File: config.mk
export PLATFORM = sky130hd
export DESIGN_NAME = pin_event_holdoff_reporter_core
export DESIGN_NICKNAME = d
export VERILOG_FILES = /design/src/rtl/pehr_pkg.sv /design/src/rtl/pehr_in_reg.sv /design/src/rtl/pehr_engine.sv /design/src/rtl/pehr_out_reg.sv /design/src/rtl/pin_event_holdoff_reporter_core.sv
export SDC_FILE = /design/constraint.sdc
export NUM_CORES = 1
export LEC_CHECK = 0
export BUFFER_PORTS_ARGS = -buffer_cell sky130_fd_sc_hd__buf_4
export CORE_ASPECT_RATIO = 0.6
export CORE_UTILIZATION = 58
export DETAILED_ROUTE_END_ITERATION = 7
export GPL_ROUTABILITY_DRIVEN = 0
export GPL_TIMING_DRIVEN = 0
export PLACE_DENSITY = 0.8
export SETUP_SLACK_MARGIN = 0.15
export SLEW_MARGIN = 30
export SYNTH_ARGS = -nofsm -noshare
export SYNTH_HDL_FRONTEND = slang
export SYNTH_SLANG_ARGS = --single-unit
File: constraint.sdc
create_clock -name clk -period 4.7 [get_ports clk]
set_clock_uncertainty 0.1 [all_clocks]
set_input_delay 0.235 -clock clk [delete_from_list [all_inputs] [get_ports clk]]
set_output_delay 0.235 -clock clk [all_outputs]
set_load 0.1 [all_outputs]
File: src/rtl/pehr_pkg.sv
package pehr_pkg;

	// default sizes and reset values
	localparam int NUM_LINES_DEF    = 8;
	localparam int HOLDOFF_BITS_DEF = 16;
	localparam logic [15:0] HOLDOFF_RELOAD_RST = 16'd770;
	localparam logic [7:0]  ACTIVE_HIGH_RST    = 8'd11;

	// configuration port
	localparam int CFG_INDEX_W = 4;
	localparam int CFG_DATA_W  = 16;
	localparam logic [CFG_INDEX_W-1:0] CFG_HOLDOFF_RELOAD   = 4'd0;
	localparam logic [CFG_INDEX_W-1:0] CFG_ACTIVE_HIGH_MASK = 4'd1;

	// input word kinds
	localparam logic [1:0] KIND_EDGE = 2'd0;
	localparam logic [1:0] KIND_TICK = 2'd1;
	localparam logic [1:0] KIND_DONE = 2'd2;

	typedef struct packed {
		logic [1:0] kind;
		logic [2:0] line;
		logic [7:0] pin_levels;
	} in_word_t;

	typedef struct packed {
		logic [2:0] report_line;
		logic [7:0] pending_left;
	} out_word_t;

	// result from the decision stage toward the output register
	typedef struct packed {
		logic      valid;
		out_word_t word;
	} result_t;

	// input stage status toward the rest of the block
	typedef struct packed {
		logic     valid;
		in_word_t word;
	} stage_t;

endpackage

File: src/rtl/pehr_in_reg.sv
module pehr_in_reg
	import pehr_pkg::*;
(
	input  logic     clk,
	input  logic     arst_n,
	input  logic     in_valid,
	output logic     in_stall,
	input  in_word_t in_word,
	input  logic     advance,
	output stage_t   stage
);

	logic     valid_s1;
	in_word_t word_s1;
	logic     accept;

	// hold off new words while the stage cannot drain
	assign in_stall = valid_s1 && !advance;
	assign accept   = in_valid && !in_stall;

	always_ff @(posedge clk or negedge arst_n) begin
		if (!arst_n) begin
			valid_s1 <= 1'b0;
		end else if (accept) begin
			valid_s1 <= 1'b1;
		end else if (advance) begin
			valid_s1 <= 1'b0;
		end
	end

	// payload capture
	always_ff @(posedge clk) begin
		if (accept) begin
			word_s1 <= in_word;
		end
	end

	assign stage.valid = valid_s1;
	assign stage.word  = word_s1;

endmodule

File: src/rtl/pehr_engine.sv
module pehr_engine
	import pehr_pkg::*;
#(
	parameter int NUM_LINES    = NUM_LINES_DEF,
	parameter int HOLDOFF_BITS = HOLDOFF_BITS_DEF
) (
	input  logic                   clk,
	input  logic                   arst_n,
	input  logic                   cfg_valid,
	input  logic [CFG_INDEX_W-1:0] cfg_index,
	input  logic [CFG_DATA_W-1:0]  cfg_data,
	input  logic                   advance,
	input  in_word_t               word,
	output result_t                result
);

	localparam int IDX_W = (NUM_LINES > 1) ? $clog2(NUM_LINES) : 1;

	logic [15:0]             reload_q;
	logic [7:0]              act_high_q;
	logic [NUM_LINES-1:0]    pending_q;
	logic [HOLDOFF_BITS-1:0] holdoff_q;
	logic                    idle_q;

	logic [NUM_LINES-1:0]    pend_n;
	logic [NUM_LINES-1:0]    lowest;
	logic [NUM_LINES-1:0]    levels;
	logic [NUM_LINES-1:0]    act_high;
	logic [HOLDOFF_BITS-1:0] hold_n;
	logic                    idle_n;
	logic                    fire;
	logic                    match;
	logic [IDX_W-1:0]        sel_idx;

	// configuration registers
	always_ff @(posedge clk or negedge arst_n) begin
		if (!arst_n) begin
			reload_q   <= HOLDOFF_RELOAD_RST;
			act_high_q <= ACTIVE_HIGH_RST;
		end else if (cfg_valid) begin
			case (cfg_index)
				CFG_HOLDOFF_RELOAD:   reload_q   <= cfg_data;
				CFG_ACTIVE_HIGH_MASK: act_high_q <= cfg_data[7:0];
				default: ;
			endcase
		end
	end

	// state update for the word in the stage
	always_comb begin
		pend_n = pending_q;
		hold_n = holdoff_q;
		idle_n = idle_q;
		case (word.kind)
			KIND_EDGE: begin
				if (32'(word.line) < 32'(NUM_LINES)) begin
					pend_n = pending_q | (NUM_LINES'(1) << word.line);
					hold_n = HOLDOFF_BITS'(reload_q);
				end
			end
			KIND_TICK: begin
				if (holdoff_q != '0) begin
					hold_n = holdoff_q - HOLDOFF_BITS'(1);
				end
			end
			KIND_DONE: idle_n = 1'b1;
			default: ;
		endcase
	end

	// pick the highest priority pending line and check its polarity
	assign levels   = NUM_LINES'(word.pin_levels);
	assign act_high = NUM_LINES'(act_high_q);
	assign fire     = (pend_n != '0) && (hold_n == '0) && idle_n;
	assign lowest   = pend_n & (~pend_n + NUM_LINES'(1));
	assign match    = |(lowest & ~(levels ^ act_high));

	always_comb begin
		sel_idx = '0;
		for (int i = 0; i < NUM_LINES; i++) begin
			if (lowest[i]) begin
				sel_idx = sel_idx | IDX_W'(i);
			end
		end
	end

	always_ff @(posedge clk or negedge arst_n) begin
		if (!arst_n) begin
			pending_q <= '0;
			holdoff_q <= '0;
			idle_q    <= 1'b1;
		end else if (advance) begin
			holdoff_q <= hold_n;
			if (fire) begin
				pending_q <= pend_n & ~lowest;
				idle_q    <= idle_n && !match;
			end else begin
				pending_q <= pend_n;
				idle_q    <= idle_n;
			end
		end
	end

	assign result.valid             = fire && match;
	assign result.word.report_line  = 3'(sel_idx);
	assign result.word.pending_left = 8'(pend_n & ~lowest);

endmodule

File: src/rtl/pehr_out_reg.sv
module pehr_out_reg
	import pehr_pkg::*;
(
	input  logic      clk,
	input  logic      arst_n,
	input  logic      stage_valid,
	input  result_t   result,
	output logic      advance,
	output logic      out_valid,
	input  logic      out_stall,
	output out_word_t out_word
);

	logic      valid_q;
	out_word_t word_q;

	// the stage moves on once the result register is free or draining
	assign advance = stage_valid && (!valid_q || !out_stall);

	always_ff @(posedge clk or negedge arst_n) begin
		if (!arst_n) begin
			valid_q <= 1'b0;
		end else if (advance) begin
			valid_q <= result.valid;
		end else if (!out_stall) begin
			valid_q <= 1'b0;
		end
	end

	always_ff @(posedge clk) begin
		if (advance && result.valid) begin
			word_q <= result.word;
		end
	end

	assign out_valid = valid_q;
	assign out_word  = word_q;

endmodule

File: src/rtl/pin_event_holdoff_reporter_core.sv
// channel | direction | handshake            | word
// in      | input     | in_valid / in_stall   | in_word_t  (kind, line, pin_levels)
// out     | output    | out_valid / out_stall | out_word_t (report_line, pending_left)
// cfg     | input     | cfg_valid / cfg_ready | cfg_index, cfg_data
//
// one word is taken per cycle while in_stall is low; it is held in the input register
// and its result is then registered in the result register, from which it is taken
// the input register feeds one stage of decision logic into the result register
// arst_n clears pending bits and holdoff, marks the transmitter idle, loads defaults
// a stalled result holds; the input takes one more word, then stalls with it
// cfg_ready is always high; writes are registered whenever cfg_valid is high
module pin_event_holdoff_reporter_core
	import pehr_pkg::*;
#(
	parameter int NUM_LINES    = NUM_LINES_DEF,
	parameter int HOLDOFF_BITS = HOLDOFF_BITS_DEF
) (
	input  logic                   clk,
	input  logic                   arst_n,
	input  logic                   in_valid,
	output logic                   in_stall,
	input  in_word_t               in_word,
	output logic                   out_valid,
	input  logic                   out_stall,
	output out_word_t              out_word,
	input  logic                   cfg_valid,
	output logic                   cfg_ready,
	input  logic [CFG_INDEX_W-1:0] cfg_index,
	input  logic [CFG_DATA_W-1:0]  cfg_data
);

	stage_t  stage;
	result_t result;
	logic    advance;

	assign cfg_ready = 1'b1;

	// input register
	pehr_in_reg u_in (
		.clk      (clk),
		.arst_n   (arst_n),
		.in_valid (in_valid),
		.in_stall (in_stall),
		.in_word  (in_word),
		.advance  (advance),
		.stage    (stage)
	);

	// event state and report decision
	pehr_engine #(
		.NUM_LINES    (NUM_LINES),
		.HOLDOFF_BITS (HOLDOFF_BITS)
	) u_engine (
		.clk       (clk),
		.arst_n    (arst_n),
		.cfg_valid (cfg_valid && cfg_ready),
		.cfg_index (cfg_index),
		.cfg_data  (cfg_data),
		.advance   (advance),
		.word      (stage.word),
		.result    (result)
	);

	// result register
	pehr_out_reg u_out (
		.clk         (clk),
		.arst_n      (arst_n),
		.stage_valid (stage.valid),
		.result      (result),
		.advance     (advance),
		.out_valid   (out_valid),
		.out_stall   (out_stall),
		.out_word    (out_word)
	);

endmodule

==> run summary <==
Internal power = 1.40 mW
Reg-to-reg endpoint = u_out.out_word[1]$_DFFE_PP_
Routed Antenna Nets = 0
GRT Util Overall = 35.9%
Achievable frequency = 234 MHz
Switching part of the total = 37.5%
CP Launch Type = flip-flop
RR Startpoint = u_engine.holdoff_q[0]$_DFFE_PN0P_
Tcrit/Tclk final = 90.9%
Worst path slowest cell = nor4_2
Nets@finish = 497
Via count = 3608
Vias in the first global route = 3403
Compound-Gate Fraction of Synth Area = 16.6%
Reg power frac = 44.2%
Drt drc = 0
Power density over the cells = 470 nW/um2
Synth Area in Adders = 0.323%
Critical path arrival = 4210 ps
Total gr overflow = 0
CP endpoint = u_out.out_word[1]$_DFFE_PP_
Simple-gate share of the synthesized area = 19.4%
EDFF count, synth = 23
Total Wirelength = 11500 um
Max-slew violation count = 0
Synth unique cells = 59
Largest net degree at the start of global routing = 52
Die footprint = 7030 um2
Most common cell on crit path = nor4_2
Hold-fix buffers, CTS = 19
FFs w/ async S/R, synth = 68.9%
Synthesis-to-layout area growth = 23.0%
Buffers on Ports = 49
R2R Setup Slk = 430 ps
IO Pins = 52
Logic gate share of total power = 30.8%
H-tree depth = 3
Peak supply drop = 0.000287 V
Clk_lat worst skew = 360 ps
Core area = 6280 um2
Drt first-iter violations = 403
CP Class = flip-flop to flip-flop
Drt first pass iters = 6
RSZ-0062 raised after global routing = false
Synthesis warning total = 0
Initial Utilization = 61.8%
Post-cts sizing count = 0
DR vias/cell = 6.60
Std cell rows = 22
Worst Path Required = 4640 ps
XOR/XNOR Fraction of Synth Area = 1.81%
Crit Path Max Fanout = 11
Clock Sinks = 74
Endpoints failing setup = 0
Root buffer cell = clkbuf_8
Worst setup startpoint = u_engine.holdoff_q[0]$_DFFE_PN0P_
Most common flop cell mapped by yosys = dfrtp_1
Worst path depth = 11
Horiz. Die Dim = 108 um
Worst Setup End Kind = flip-flop
# Post-CTS Setup Buffers = 0
Tmin final = 4270 ps
CTS tree = done
Setup TNS = 0 ps
Delay-heaviest family, CP = simple AND/OR/NAND/NOR gates
Cell Count, Final, Fillers Out = 547
Placed insts = 512
Antenna Cells = 0
Leak = 1.95 nW
Die Ht = 65.3 um
Critical Path, Cell by Cell = inv_1, ha_1, or4b_1, buf_2, nor4_2, o211ai_1, a21oi_1, nand4_2, nor4_2, nand2_2, inv_2
Endpoints failing hold = 0
Initial antenna violation count = 0
Worst slew margin = 39.0%
Max clock buf depth = 2
Syn nets = 418
Max stage delay on crit path = 730 ps
Mapped Avg Cell Area = 10.2 um2
Avg WL per Cell = 21.0 um
R2R cell count = 11
Status = finished, final reports clean
HP Start = cfg_data[13]
Layout cells sized above 1 = 25.9%
Multiplexer share of the synthesized area = 7.74%
First-pass GRT wire length = 18300 um
Clock-pin slew on the worst setup and hold paths = 90 ps
CTS Buf Count = 9
DP HPWL = 7530 um
WP buf/inv = 3
Maxcap violations = 0
Post-Syn Area = 3880 um2
Net Switching = 0.841 mW
Synth Instances = 379
Clock Power Share = 25.1%
Tightest Hold Check Type = input pin to flip-flop
Number of synthesized register bits = 74
Seq/Total Area, Yosys = 50.9%
Largest family of logic cells by synthesized area = simple AND/OR/NAND/NOR gates
Worst-Margin Slew = 907 ps
cells by family (layout without fill, tap and decap cells):
| group | Yosys count | after routing |
|---|---|---|
| flops | 74 | 74 |
| buf+inv | 28 | 112 |
| fa+ha+maj | 1 | 1 |
| xor+xnor | 8 | 8 |
| compound gates | 97 | 97 |
| other cells | 2 | 2 |
| simple gates | 142 | 142 |
| mux | 27 | 27 |
area by class of cell:
cell class / instances / area (um2)
buffer: 20 / 86.3
clock buffer: 9 / 124
clock inverter: 7 / 98.8
fill: 438 / 1510
inverter: 8 / 30.0
multi-input combinational: 277 / 1790
sequential: 74 / 1980
tap: 84 / 105
timing repair buffer: 68 / 558
flip-flops by register name, indices dropped and copies added, names as in the netlist:
| name | cells |
|---|---|
| u_engine.idle_q | 1 |
| u_engine.pending_q | 8 |
| u_engine.holdoff_q | 16 |
| u_in.stage | 13 |
| u_out.out_valid | 1 |
| u_engine.act_high | 8 |
| u_out.out_word | 10 |
| u_engine.reload_q | 16 |
| u_in.valid_s1 | 1 |
power groups by stage:
stage | Combinational, mW | Clock [mW] | Sequential [mW]
2_1_floorplan | 0.473 | 0 | 0.932
3_3_place_gp | 0.619 | 0 | 0.974
3_5_place_dp | 0.641 | 0 | 0.982
4_1_cts | 0.661 | 0.568 | 0.971
5_1_grt | 0.748 | 0.592 | 1.00
6_report | 0.690 | 0.562 | 0.990
routing by layer:
layer	global-route usage (%)	wire, um
met5	0	0
met3	11.1	1580
met1	52.3	4890
met2	51.1	4780
met4	11.6	236
through the flow:
step                      setup WS [ps]  utilization (%)  cell area [um2]  power (mW)  hold slack (ps)
after floorplan                    1370                -             3880        1.40             -161
after global placement              737             69.3             4350        1.59              204
after detailed placement            688             69.4             4360        1.62              212
after CTS                           621             76.0             4770        2.20             2.33
after global routing                252             76.0             4770        2.34             10.7
final                               429             76.0             4770        2.24             13.0
cell usage in the layout, fill, tap and decap left out, drive strengths merged, types with 5 or more instances in the layout:
cell         netlist  layout
a21oi             25      25
a31oi              5       5
and2               6       6
buf                5      54
clkbuf            15      24
dfrtp             44      44
dfstp              7       7
dlygate4sd3        0      19
edfxtp            23      23
inv                8      11
mux2              24      24
nand2             43      43
nand2b             5       5
nand3              9       9
nor2              30      30
nor3              13      13
nor4              12      12
o21ai             23      23
o22ai              6       6
or2                5       5
or4                6       6
how the worst min path moves through the flow:
stage	end	slack (ps)	depth (start not counted)
2_1_floorplan	u_engine.act_high[2]$_DFFE_PN0P_	-160	0
3_3_place_gp	u_engine.act_high[7]$_DFFE_PN0P_	200	1
3_5_place_dp	u_engine.act_high[7]$_DFFE_PN0P_	210	1
4_1_cts	u_engine.reload_q[8]$_DFFE_PN1P_	2	2
5_1_grt	u_engine.reload_q[13]$_DFFE_PN0P_	10	2
6_report	u_engine.reload_q[13]$_DFFE_PN0P_	10	2
cells in the mapped netlist (2+ instances only):
library cell	number	area, um2
nand4_1	2	12.5
mux2_2	24	270
o21a_1	2	15.0
nor4_1	7	43.8
o21ai_0	23	115
a22oi_1	4	30.0
edfxtp_1	23	691
a21boi_0	2	15.0
o211a_1	2	20.0
nand3_1	9	45.0
nand2_1	42	158
o211ai_1	3	22.5
buf_4	2	15.0
nor3b_1	2	15.0
or2_2	2	12.5
nand2b_1	5	31.3
or2_1	3	18.8
a21oi_1	25	125
a41oi_1	2	17.5
and2_1	6	37.5
or3_4	2	22.5
a311o_2	2	22.5
clkbuf_1	15	56.3
a31oi_1	5	31.3
a211oi_1	3	22.5
inv_1	7	26.3
nor3_1	13	65.1
a22o_1	3	26.3
xor2_1	4	35.0
mux2i_1	3	30.0
buf_2	3	15.0
nor2b_1	2	12.5
o41ai_1	4	35.0
o22ai_1	6	37.5
nor4_2	5	62.6
conb_1	2	7.51
a32o_1	2	20.0
xnor2_1	4	35.0
or4_1	5	37.5
dfrtp_1	44	1100
a221oi_1	3	26.3
nor2_1	29	109
dfstp_2	7	184
Power figures use the tool's default switching activity.
